==> config.mk <==
export PLATFORM = sky130hd
export DESIGN_NAME = facility_request_param_parser_unit
export DESIGN_NICKNAME = d
export VERILOG_FILES = /design/src/hw/rtl/fprp_pkg.sv /design/src/hw/rtl/fprp_in_stage.sv /design/src/hw/rtl/fprp_parser.sv /design/src/hw/rtl/fprp_out_stage.sv /design/src/hw/rtl/facility_request_param_parser_unit.sv
export SDC_FILE = /design/constraint.sdc
export NUM_CORES = 1
export LEC_CHECK = 0
export ABC_CLOCK_PERIOD_IN_PS = 10600
export BUFFER_PORTS_ARGS = -buffer_cell sky130_fd_sc_hd__buf_2
export CAP_MARGIN = 20
export CORE_MARGIN = 2
export CORE_UTILIZATION = 55
export CTS_CLUSTER_DIAMETER = 120
export DETAILED_ROUTE_END_ITERATION = 6
export PLACE_DENSITY_LB_ADDON = 0.12
export SETUP_SLACK_MARGIN = 0.5
export SLEW_MARGIN = 25
export SYNTH_ARGS = -nofsm -noshare
export SYNTH_HDL_FRONTEND = slang
export SYNTH_SLANG_ARGS = --single-unit
export TNS_END_PERCENT = 100
==> constraint.sdc <==
create_clock -name clk -period 10.6 [get_ports clk]
set_input_delay 1.06 -clock clk [delete_from_list [all_inputs] [get_ports clk]]
set_output_delay 1.06 -clock clk [all_outputs]
set_load 0.05 [all_outputs]
==> src/hw/rtl/fprp_pkg.sv <==
package fprp_pkg;

  // parse phases of one message
  typedef enum logic [3:0] {
    PH_IDLE,
    PH_FUNC,
    PH_MARK,
    PH_SUBLEN,
    PH_DWORD,
    PH_PROC,
    PH_SVC,
    PH_S1,
    PH_S2,
    PH_S3,
    PH_BODY,
    PH_TRAIL,
    PH_SKIP
  } fprp_phase_t;

  // function words with a known layout
  localparam logic [15:0] FN_SUPPORTED   = 16'h0000;
  localparam logic [15:0] FN_LISTEN      = 16'h0001;
  localparam logic [15:0] FN_HOLD        = 16'h0004;
  localparam logic [15:0] FN_RETRIEVE    = 16'h0005;
  localparam logic [15:0] FN_CF_ACTIVATE = 16'h0009;
  localparam logic [15:0] FN_CF_DEACT    = 16'h000a;
  localparam logic [15:0] FN_CF_INTERROG = 16'h000b;
  localparam logic [15:0] FN_CF_NUMBERS  = 16'h000c;

  // marker byte for the supported-services layout
  localparam logic [7:0] MARK_BYTE = 8'h00;

  // result status codes
  localparam logic [1:0] STS_OK        = 2'd0;
  localparam logic [1:0] STS_UNKNOWN   = 2'd1;
  localparam logic [1:0] STS_MALFORMED = 2'd2;

  // result beat, last declared field (status) in the lowest bits
  typedef struct packed {
    logic [7:0]  third_struct_length;
    logic [7:0]  third_struct_offset;
    logic [7:0]  second_struct_length;
    logic [7:0]  second_struct_offset;
    logic [7:0]  first_struct_length;
    logic [7:0]  first_struct_offset;
    logic [15:0] basic_service;
    logic [15:0] procedure;
    logic [31:0] dword_value;
    logic [15:0] function_code;
    logic [1:0]  status;
  } fprp_result_t;

  localparam int RES_W       = $bits(fprp_result_t);
  localparam int OUT_TDATA_W = ((RES_W + 7) / 8) * 8;
  localparam int OUT_PAD_W   = OUT_TDATA_W - RES_W;
  localparam int IN_TDATA_W  = 8;

  // functions whose parameter opens with a sub-structure length
  function automatic logic has_sublen(input logic [15:0] fn);
    return (fn == FN_LISTEN) || (fn == FN_HOLD) || (fn == FN_RETRIEVE) ||
           (fn == FN_CF_ACTIVATE) || (fn == FN_CF_DEACT) ||
           (fn == FN_CF_INTERROG) || (fn == FN_CF_NUMBERS);
  endfunction

  // forwarding functions carrying procedure and basic service words
  function automatic logic is_forward3(input logic [15:0] fn);
    return (fn == FN_CF_ACTIVATE) || (fn == FN_CF_DEACT) || (fn == FN_CF_INTERROG);
  endfunction

  // element that follows a finished element
  function automatic fprp_phase_t next_after(input fprp_phase_t ph, input logic [15:0] fn);
    fprp_phase_t nph;
    case (ph)
      PH_DWORD: nph = is_forward3(fn) ? PH_PROC : PH_TRAIL;
      PH_PROC:  nph = PH_SVC;
      PH_SVC:   nph = PH_S1;
      PH_S1:    nph = (fn == FN_CF_ACTIVATE) ? PH_S2 : PH_TRAIL;
      PH_S2:    nph = PH_S3;
      default:  nph = PH_TRAIL;
    endcase
    return nph;
  endfunction

  // struct slot number back to its length phase
  function automatic fprp_phase_t slot_phase(input logic [1:0] k);
    fprp_phase_t ph;
    case (k)
      2'd0:    ph = PH_S1;
      2'd1:    ph = PH_S2;
      default: ph = PH_S3;
    endcase
    return ph;
  endfunction

  // true when an element starting at nxt does not fit below limit, or for the trailer when nxt is not limit
  function automatic logic enter_fails(input fprp_phase_t ph, input logic [8:0] nxt,
                                       input logic [8:0] limit);
    logic [9:0] need;
    case (ph)
      PH_DWORD:        need = 10'd4;
      PH_PROC, PH_SVC: need = 10'd2;
      default:         need = 10'd1;
    endcase
    if (ph == PH_TRAIL) begin
      return nxt != limit;
    end
    return ({1'b0, nxt} + need) > {1'b0, limit};
  endfunction

endpackage

==> src/hw/rtl/fprp_in_stage.sv <==
module fprp_in_stage (
  input  logic       clk,
  input  logic       rst_n,
  input  logic       in_tvalid,
  output logic       in_tready,
  input  logic [7:0] in_byte,
  input  logic       take,
  output logic       byte_valid,
  output logic [7:0] byte_q
);

  logic       vld_r;
  logic [7:0] byte_r;

  // free slot or slot drained this cycle
  assign in_tready  = !vld_r || take;
  assign byte_valid = vld_r;
  assign byte_q     = byte_r;

  // valid flag
  always_ff @(posedge clk) begin
    if (!rst_n) begin
      vld_r <= 1'b0;
    end else if (in_tvalid && in_tready) begin
      vld_r <= 1'b1;
    end else if (take) begin
      vld_r <= 1'b0;
    end
  end

  // byte holding register
  always_ff @(posedge clk) begin
    if (in_tvalid && in_tready) begin
      byte_r <= in_byte;
    end
  end

endmodule

==> src/hw/rtl/fprp_parser.sv <==
module fprp_parser (
  input  logic                  clk,
  input  logic                  rst_n,
  input  logic                  in_valid,
  input  logic [7:0]            in_byte,
  input  logic                  out_ready,
  output logic                  take,
  output logic                  res_valid,
  output fprp_pkg::fprp_result_t res
);

  fprp_pkg::fprp_phase_t phase_r, phase_nxt, phase_step, enter_tgt;

  logic [8:0]  pos_r, pos_nxt;
  logic [8:0]  msg_end_r, msg_end_nxt;
  logic [8:0]  inner_end_r, inner_end_nxt;
  logic [8:0]  emb_end_r, emb_end_nxt;
  logic [1:0]  fbi_r, fbi_nxt;
  logic        mal_r, mal_nxt;
  logic [15:0] func_r, func_nxt;
  logic [31:0] dword_r, dword_nxt;
  logic [15:0] proc_r, proc_nxt;
  logic [15:0] svc_r, svc_nxt;
  logic [7:0]  soff_r [3];
  logic [7:0]  soff_nxt [3];
  logic [7:0]  slen_r [3];
  logic [7:0]  slen_nxt [3];

  logic [8:0]  nxt;
  logic [9:0]  sub_sum;
  logic [15:0] func_word;
  logic [1:0]  slot_k;
  logic [8:0]  enter_lim;
  logic        do_enter;
  logic        fail_now;
  logic        idle;
  logic        msg_done;
  logic        res_mal;

  assign take      = in_valid && out_ready;
  assign idle      = (phase_r == fprp_pkg::PH_IDLE);
  assign nxt       = pos_r + 9'd1;
  assign sub_sum   = {1'b0, nxt} + {2'b00, in_byte};
  assign func_word = fbi_r[0] ? {in_byte, func_r[7:0]} : {8'h00, in_byte};
  assign msg_done  = !idle && (nxt >= msg_end_r);

  // slot number of the current struct length phase
  always_comb begin
    case (phase_r)
      fprp_pkg::PH_S1: slot_k = 2'd0;
      fprp_pkg::PH_S2: slot_k = 2'd1;
      default:         slot_k = 2'd2;
    endcase
  end

  // next phase of the layout walk
  always_comb begin
    phase_step = phase_r;
    fail_now   = 1'b0;
    do_enter   = 1'b0;
    enter_tgt  = fprp_pkg::PH_TRAIL;
    enter_lim  = inner_end_r;
    unique case (phase_r)
      fprp_pkg::PH_IDLE: begin
        phase_step = (in_byte == 8'h00) ? fprp_pkg::PH_IDLE : fprp_pkg::PH_FUNC;
      end
      fprp_pkg::PH_FUNC: begin
        if (fbi_r[0]) begin
          if (func_word == fprp_pkg::FN_SUPPORTED) begin
            phase_step = fprp_pkg::PH_MARK;
          end else if (fprp_pkg::has_sublen(func_word)) begin
            phase_step = fprp_pkg::PH_SUBLEN;
          end else begin
            phase_step = fprp_pkg::PH_SKIP;
          end
        end
      end
      fprp_pkg::PH_MARK: begin
        if (in_byte != fprp_pkg::MARK_BYTE) begin
          fail_now = 1'b1;
        end else begin
          do_enter  = 1'b1;
          enter_tgt = fprp_pkg::PH_TRAIL;
        end
      end
      fprp_pkg::PH_SUBLEN: begin
        if (sub_sum > {1'b0, msg_end_r}) begin
          fail_now = 1'b1;
        end else begin
          do_enter  = 1'b1;
          enter_lim = sub_sum[8:0];
          enter_tgt = ((func_r == fprp_pkg::FN_HOLD) || (func_r == fprp_pkg::FN_RETRIEVE)) ?
                      fprp_pkg::PH_S1 : fprp_pkg::PH_DWORD;
        end
      end
      fprp_pkg::PH_DWORD: begin
        if (fbi_r == 2'd3) begin
          do_enter  = 1'b1;
          enter_tgt = fprp_pkg::next_after(fprp_pkg::PH_DWORD, func_r);
        end
      end
      fprp_pkg::PH_PROC, fprp_pkg::PH_SVC: begin
        if (fbi_r[0]) begin
          do_enter  = 1'b1;
          enter_tgt = fprp_pkg::next_after(phase_r, func_r);
        end
      end
      fprp_pkg::PH_S1, fprp_pkg::PH_S2, fprp_pkg::PH_S3: begin
        if (sub_sum > {1'b0, inner_end_r}) begin
          fail_now = 1'b1;
        end else if (in_byte == 8'h00) begin
          do_enter  = 1'b1;
          enter_tgt = fprp_pkg::next_after(phase_r, func_r);
        end else begin
          phase_step = fprp_pkg::PH_BODY;
        end
      end
      fprp_pkg::PH_BODY: begin
        if (nxt == emb_end_r) begin
          do_enter  = 1'b1;
          enter_tgt = fprp_pkg::next_after(fprp_pkg::slot_phase(fbi_r), func_r);
        end
      end
      fprp_pkg::PH_TRAIL: begin
        fail_now = 1'b1;
      end
      fprp_pkg::PH_SKIP: begin
        phase_step = fprp_pkg::PH_SKIP;
      end
      default: begin
        phase_step = fprp_pkg::PH_IDLE;
      end
    endcase
    if (do_enter) begin
      if (fprp_pkg::enter_fails(enter_tgt, nxt, enter_lim)) begin
        fail_now = 1'b1;
      end else begin
        phase_step = enter_tgt;
      end
    end
    if (fail_now) begin
      phase_step = fprp_pkg::PH_SKIP;
    end
    phase_nxt = msg_done ? fprp_pkg::PH_IDLE : phase_step;
  end

  // field assembly and result
  always_comb begin
    pos_nxt       = nxt;
    msg_end_nxt   = msg_end_r;
    inner_end_nxt = inner_end_r;
    emb_end_nxt   = emb_end_r;
    fbi_nxt       = fbi_r;
    mal_nxt       = mal_r | fail_now;
    func_nxt      = func_r;
    dword_nxt     = dword_r;
    proc_nxt      = proc_r;
    svc_nxt       = svc_r;
    soff_nxt      = soff_r;
    slen_nxt      = slen_r;
    if (idle) begin
      // length byte opens a new message
      pos_nxt       = 9'd1;
      msg_end_nxt   = {1'b0, in_byte} + 9'd1;
      inner_end_nxt = '0;
      emb_end_nxt   = '0;
      fbi_nxt       = '0;
      mal_nxt       = 1'b0;
      func_nxt      = '0;
      dword_nxt     = '0;
      proc_nxt      = '0;
      svc_nxt       = '0;
      soff_nxt      = '{default: '0};
      slen_nxt      = '{default: '0};
    end else begin
      case (phase_r)
        fprp_pkg::PH_FUNC: begin
          func_nxt = func_word;
          fbi_nxt  = {1'b0, ~fbi_r[0]};
          if (fbi_r[0]) begin
            inner_end_nxt = msg_end_r;
          end
        end
        fprp_pkg::PH_MARK: begin
          fbi_nxt = '0;
        end
        fprp_pkg::PH_SUBLEN: begin
          inner_end_nxt = sub_sum[8:0];
          fbi_nxt       = '0;
        end
        fprp_pkg::PH_DWORD: begin
          dword_nxt[{fbi_r, 3'b000} +: 8] = dword_r[{fbi_r, 3'b000} +: 8] | in_byte;
          fbi_nxt = fbi_r + 2'd1;
        end
        fprp_pkg::PH_PROC: begin
          proc_nxt[{fbi_r[0], 3'b000} +: 8] = proc_r[{fbi_r[0], 3'b000} +: 8] | in_byte;
          fbi_nxt = {1'b0, ~fbi_r[0]};
        end
        fprp_pkg::PH_SVC: begin
          svc_nxt[{fbi_r[0], 3'b000} +: 8] = svc_r[{fbi_r[0], 3'b000} +: 8] | in_byte;
          fbi_nxt = {1'b0, ~fbi_r[0]};
        end
        fprp_pkg::PH_S1, fprp_pkg::PH_S2, fprp_pkg::PH_S3: begin
          soff_nxt[slot_k] = pos_r[7:0];
          slen_nxt[slot_k] = in_byte;
          emb_end_nxt      = sub_sum[8:0];
          fbi_nxt          = (in_byte == 8'h00) ? 2'd0 : slot_k;
        end
        fprp_pkg::PH_BODY: begin
          if (nxt == emb_end_r) begin
            fbi_nxt = '0;
          end
        end
        default: begin
        end
      endcase
    end
  end

  // result beat on the last byte of a message or on a zero length
  always_comb begin
    res_mal   = mal_r | fail_now |
                ((phase_step != fprp_pkg::PH_TRAIL) && (phase_step != fprp_pkg::PH_SKIP));
    res       = '0;
    res_valid = 1'b0;
    if (idle) begin
      res_valid  = (in_byte == 8'h00);
      res.status = fprp_pkg::STS_MALFORMED;
    end else begin
      res_valid         = msg_done;
      res.function_code = func_nxt;
      if (res_mal) begin
        res.status = fprp_pkg::STS_MALFORMED;
      end else if (phase_step == fprp_pkg::PH_SKIP) begin
        res.status = fprp_pkg::STS_UNKNOWN;
      end else begin
        res.status               = fprp_pkg::STS_OK;
        res.dword_value          = dword_nxt;
        res.procedure            = proc_nxt;
        res.basic_service        = svc_nxt;
        res.first_struct_offset  = soff_nxt[0];
        res.first_struct_length  = slen_nxt[0];
        res.second_struct_offset = soff_nxt[1];
        res.second_struct_length = slen_nxt[1];
        res.third_struct_offset  = soff_nxt[2];
        res.third_struct_length  = slen_nxt[2];
      end
    end
  end

  // phase register
  always_ff @(posedge clk) begin
    if (!rst_n) begin
      phase_r <= fprp_pkg::PH_IDLE;
    end else if (take) begin
      phase_r <= phase_nxt;
    end
  end

  // message state, set up for a new message whenever a length byte is taken
  always_ff @(posedge clk) begin
    if (take) begin
      pos_r       <= pos_nxt;
      msg_end_r   <= msg_end_nxt;
      inner_end_r <= inner_end_nxt;
      emb_end_r   <= emb_end_nxt;
      fbi_r       <= fbi_nxt;
      mal_r       <= mal_nxt;
      func_r      <= func_nxt;
      dword_r     <= dword_nxt;
      proc_r      <= proc_nxt;
      svc_r       <= svc_nxt;
      soff_r      <= soff_nxt;
      slen_r      <= slen_nxt;
    end
  end

endmodule

==> src/hw/rtl/fprp_out_stage.sv <==
module fprp_out_stage (
  input  logic                         clk,
  input  logic                         rst_n,
  input  logic                         take,
  input  logic                         res_valid,
  input  fprp_pkg::fprp_result_t       res,
  output logic                         out_ready,
  output logic                         out_tvalid,
  input  logic                         out_tready,
  output logic [fprp_pkg::RES_W-1:0]   out_res
);

  logic                   vld_r;
  fprp_pkg::fprp_result_t res_r;

  // room when empty or drained this cycle
  assign out_ready  = !vld_r || out_tready;
  assign out_tvalid = vld_r;
  assign out_res    = res_r;

  // valid flag
  always_ff @(posedge clk) begin
    if (!rst_n) begin
      vld_r <= 1'b0;
    end else if (take && res_valid) begin
      vld_r <= 1'b1;
    end else if (out_tready) begin
      vld_r <= 1'b0;
    end
  end

  // result register
  always_ff @(posedge clk) begin
    if (take && res_valid) begin
      res_r <= res;
    end
  end

endmodule

==> src/hw/rtl/facility_request_param_parser_unit.sv <==
// Facility request parameter checker. A message arrives as one byte per
// input beat: a length byte L, then L bytes holding the little-endian
// function word and the layout for that function. On the beat carrying the
// last byte (or on a zero length byte) one result beat follows, giving the
// status (well formed, unknown function skipped, malformed), the function
// word, the dword/procedure/service fields and the offset and length of up
// to three embedded structs. One byte is taken every clock; a byte goes
// through an input register and a single step of the field state machine
// into the result register, so a result beat is driven straight from a register.
// Output backpressure stalls the byte stream only while the result register
// holds a beat that is not taken.
module facility_request_param_parser_unit (
  input  logic                                clk,
  input  logic                                rst_n,
  input  logic                                in_tvalid,
  output logic                                in_tready,
  // data_byte [7:0]
  input  logic [fprp_pkg::IN_TDATA_W-1:0]     in_tdata,
  output logic                                out_tvalid,
  input  logic                                out_tready,
  // status [1:0], function_code [17:2], dword_value [49:18], procedure [65:50],
  // basic_service [81:66], first_struct_offset [89:82], first_struct_length [97:90],
  // second_struct_offset [105:98], second_struct_length [113:106],
  // third_struct_offset [121:114], third_struct_length [129:122], zero [135:130]
  output logic [fprp_pkg::OUT_TDATA_W-1:0]    out_tdata
);

  logic                         take;
  logic                         byte_valid;
  logic [7:0]                   byte_q;
  logic                         out_ready;
  logic                         res_valid;
  fprp_pkg::fprp_result_t       res;
  logic [fprp_pkg::RES_W-1:0]   out_res;

  fprp_in_stage u_in (
    .clk        (clk),
    .rst_n      (rst_n),
    .in_tvalid  (in_tvalid),
    .in_tready  (in_tready),
    .in_byte    (in_tdata),
    .take       (take),
    .byte_valid (byte_valid),
    .byte_q     (byte_q)
  );

  fprp_parser u_parse (
    .clk       (clk),
    .rst_n     (rst_n),
    .in_valid  (byte_valid),
    .in_byte   (byte_q),
    .out_ready (out_ready),
    .take      (take),
    .res_valid (res_valid),
    .res       (res)
  );

  fprp_out_stage u_out (
    .clk        (clk),
    .rst_n      (rst_n),
    .take       (take),
    .res_valid  (res_valid),
    .res        (res),
    .out_ready  (out_ready),
    .out_tvalid (out_tvalid),
    .out_tready (out_tready),
    .out_res    (out_res)
  );

  // pad result to whole bytes
  assign out_tdata = {{fprp_pkg::OUT_PAD_W{1'b0}}, out_res};

endmodule

==> flow_summary.toml <==
[layout]
drive_above_1_share_pct = 16.5
multiInputGateArea_um2 = 6280
layout_commonest_cell = "edfxtp_1"
layout.cells.non_filler = 1955
syn_to_final_growth_pct = 12.9
regArea_um2 = 9280
fill_cells = 2334
fin_nets = 1621
diodes = 0
most-common-layout-cells = "305 x edfxtp_1, 172 x nand2_1, 144 x buf_2"

[min_path]
min_to = "u_in.byte_valid"
timing.hold.worst_path_depth = 2
hold_class = "reg2reg"
hold_start = "u_in.byte_valid"

[detailed_routing]
wl_per_cell_um = 22.1
wirelength_mm = 43.3
vias_per_cell = 6.19
drt-initial-drc-count = 1379
antenna_left = 0
vias = 12100
drcViolationCount = 0
first_pass_iters = 6

[critical_path]
cp.required_ps = 10970
r2r-end = "u_out.out_res[85]"
critPathArrivalTime_ps = 9760
worstPathMaxFanout = 113
r2r_start = "u_parse.pos_r[0]"
cp-startpoint = "u_parse.pos_r[0]"
cp.buffers_inverters = 3
end_kind = "flip-flop"
critical_path.top_delay_family = "compound AO/OA/AOI/OAI gates"
ff2ff_setup_slack_ps = 1210
crit_top_cell = "ha_1"
rr_worst_depth = 35
slowest_delay_ps = 650
startpoint_type = "flip-flop"
crit_type = "reg2reg"
slowest_stage = "o41ai_1"

[clocking]
clkTransAtPathRegs_ps = 60
root_buffer = "clkbuf_16"
clock_latency_ps = 510
clockBufferDepth = 3
cts_setup_buffers = 0
htree_levels = 2
cts_sinks = 311
cts-buffers-inserted = 34
cts_tree = "done"

[yosys]
synth-edff-count = 305
syn_area_um2 = 16200
synth_top_flop_cell = "edfxtp_1"
yosysWarnings = 0
postSynthAreaPerCell_um2 = 11.2
synth_seq_area_share_pct = 57.4
synth_cell_types = 85
synthCells = 1439
async_reset_ff_share_pct = 0
ys_ff_latch = 311

[place]
post-place-ws_ps = 1260
dp_cells = 1898
hpwl_mm = 27.6
io_buffers = 143
gp_congestion = 0.966

[sta]
fin_crit_ps = 9390
finalCritPeriodShare_pct = 88.5
rsz0062_at_grt = "no"
max_freq_mhz = 107
tns_ps = 0
finalMaxSlewViolations = 0
tightest_slew_ps = 1050
timing.final.hold_violations = 0
final_critical_path_setup_slack_ps = 1210
finClkSkew_ps = 12.7
finalSetupViolations = 0
max_slew_margin_pct = 29.9

[power]
power_density_nw_per_um2 = 169
ir_drop_mv = 0.119
power_leakage_nw = 7.52

[global_routing]
antenna_found_initial = 0
grt_pass1_wl_mm = 66.0
overflow = 0
grt.total_usage_pct = 27.6
grt_pass1_vias = 11500
grt_max_degree = 114

[die]
die_w_um = 175
rows = 62
die_area_um2 = 30800
core_area_um2 = 28900
pin_count = 150
dieHeight_um = 175
start_util_pct = 56.0

[run_status]
outcome = "finished, final reports clean"

[job]
cap_viol_max_count = 0
[final cells by class]
cell class                 count  area share, %
clock buffer                  41           4.92
multi-input combinational    990           34.4
timing repair buffer         169           5.07
tap                          384           2.63
clock inverter                16           1.18
sequential                   311           50.8
inverter                      44          0.932
[metrics by stage]
| step | area (um^2) | util (%) | total power (W) | hold WS [ps] |
|---|---|---|---|---|
| 2_1_floorplan | 16200 | - | 0.00178 | 497 |
| 3_3_place_gp | 17100 | 59.3 | 0.00189 | 524 |
| 3_5_place_dp | 17100 | 59.3 | 0.00189 | 539 |
| 4_1_cts | 18200 | 63.2 | 0.00309 | 550 |
| 5_1_grt | 18300 | 63.2 | 0.00318 | 579 |
| 6_report | 18300 | 63.2 | 0.00308 | 553 |
[worst max-delay path by stage]
stage / slack, ps / cells past startpoint / end
finish: 1210 / 35 / u_out.out_res[85]
global route: 560 / 35 / u_out.out_res[106]
CTS: 1240 / 34 / u_out.out_res[93]
detailed placement: 1260 / 34 / u_out.out_res[93]
global placement: 1510 / 33 / u_out.out_res[93]
floorplan: 2720 / 5 / u_out.out_res[0]
[report_power, final]
part	switching [W]	internal [W]	total (W)
Clock	0.000477	0.000726	0.00120
Combinational	0.000309	0.000129	0.000438
Sequential	0.0000260	0.00141	0.00144
Total	0.000812	0.00227	0.00308
[cells in the mapped netlist, drive strengths merged (5+ instances only)]
cell    count  area share [%]
ha         57             4.4
a22oi      34             1.6
mux2i       6            0.37
a31oi      19            0.74
o22ai       6            0.27
nand4      12            0.46
and2       13            0.50
nand3      35             1.2
edfxtp    305              57
xnor2      25             1.4
xor2        8            0.48
nand2b     10            0.39
o31ai       9            0.42
nor3       18            0.59
or2        11            0.43
nor2b      15            0.58
dfxtp       6            0.74
mux4        8             1.1
nor4        6            0.23
a22o        5            0.27
buf        39             1.7
inv        43             1.0
o21ai      26            0.80
o211ai      7            0.33
a21o       16            0.74
a211oi      9            0.50
nor2      129             3.1
clkbuf     60             1.4
and3      121             4.7
nand2     172             4.0
a21oi     138             4.4
[metal layers]
| metal | track usage, % | vias up | wire length [um] |
|---|---|---|---|
| li1 | - | 5548 | - |
| met1 | 38.9 | 5948 | 18200 |
| met2 | 45.1 | 540 | 20900 |
| met3 | 4.44 | 69 | 3270 |
| met4 | 7.40 | 0 | 921 |
| met5 | 0 | - | 0 |
[cell families after synthesis]
kind of cell,Yosys count,share of synthesized area [%]
fa+ha+maj,59,4.66
mux,14,1.49
buf+inv,143,4.11
xor+xnor,34,2.02
other cells,1,0.0232
simple gates,565,17.4
flops,311,57.4
compound gates,312,12.9
[flip-flops by register name, indices dropped and copies added, names as in the netlist]
register / count
u_parse.fbi_r: 2
u_parse.soff_r: 24
u_in.byte_q: 8
u_parse.inner_end_r: 9
u_parse.phase_r: 4
u_parse.mal_r: 1
u_parse.svc_r: 16
u_parse.proc_r: 16
u_in.byte_valid: 1
u_parse.pos_r: 9
u_parse.emb_end_r: 9
u_parse.func_r: 16
u_parse.dword_r: 32
u_parse.slen_r: 24
u_out.out_res: 130
u_parse.msg_end_r: 9
u_out.out_tvalid: 1
[tightest hold or removal path: stages, from the launching register on]
cell,delay [ps]
dfxtp_1,340
a21oi_1,130
nor2_1,50
[timing repair]
action / in CTS / in global routing
resized for setup: 0 / 1
hold buffers: 0 / 0
endpoints found under the setup margin: 0 / 113
(Power assumes the default switching activity.)
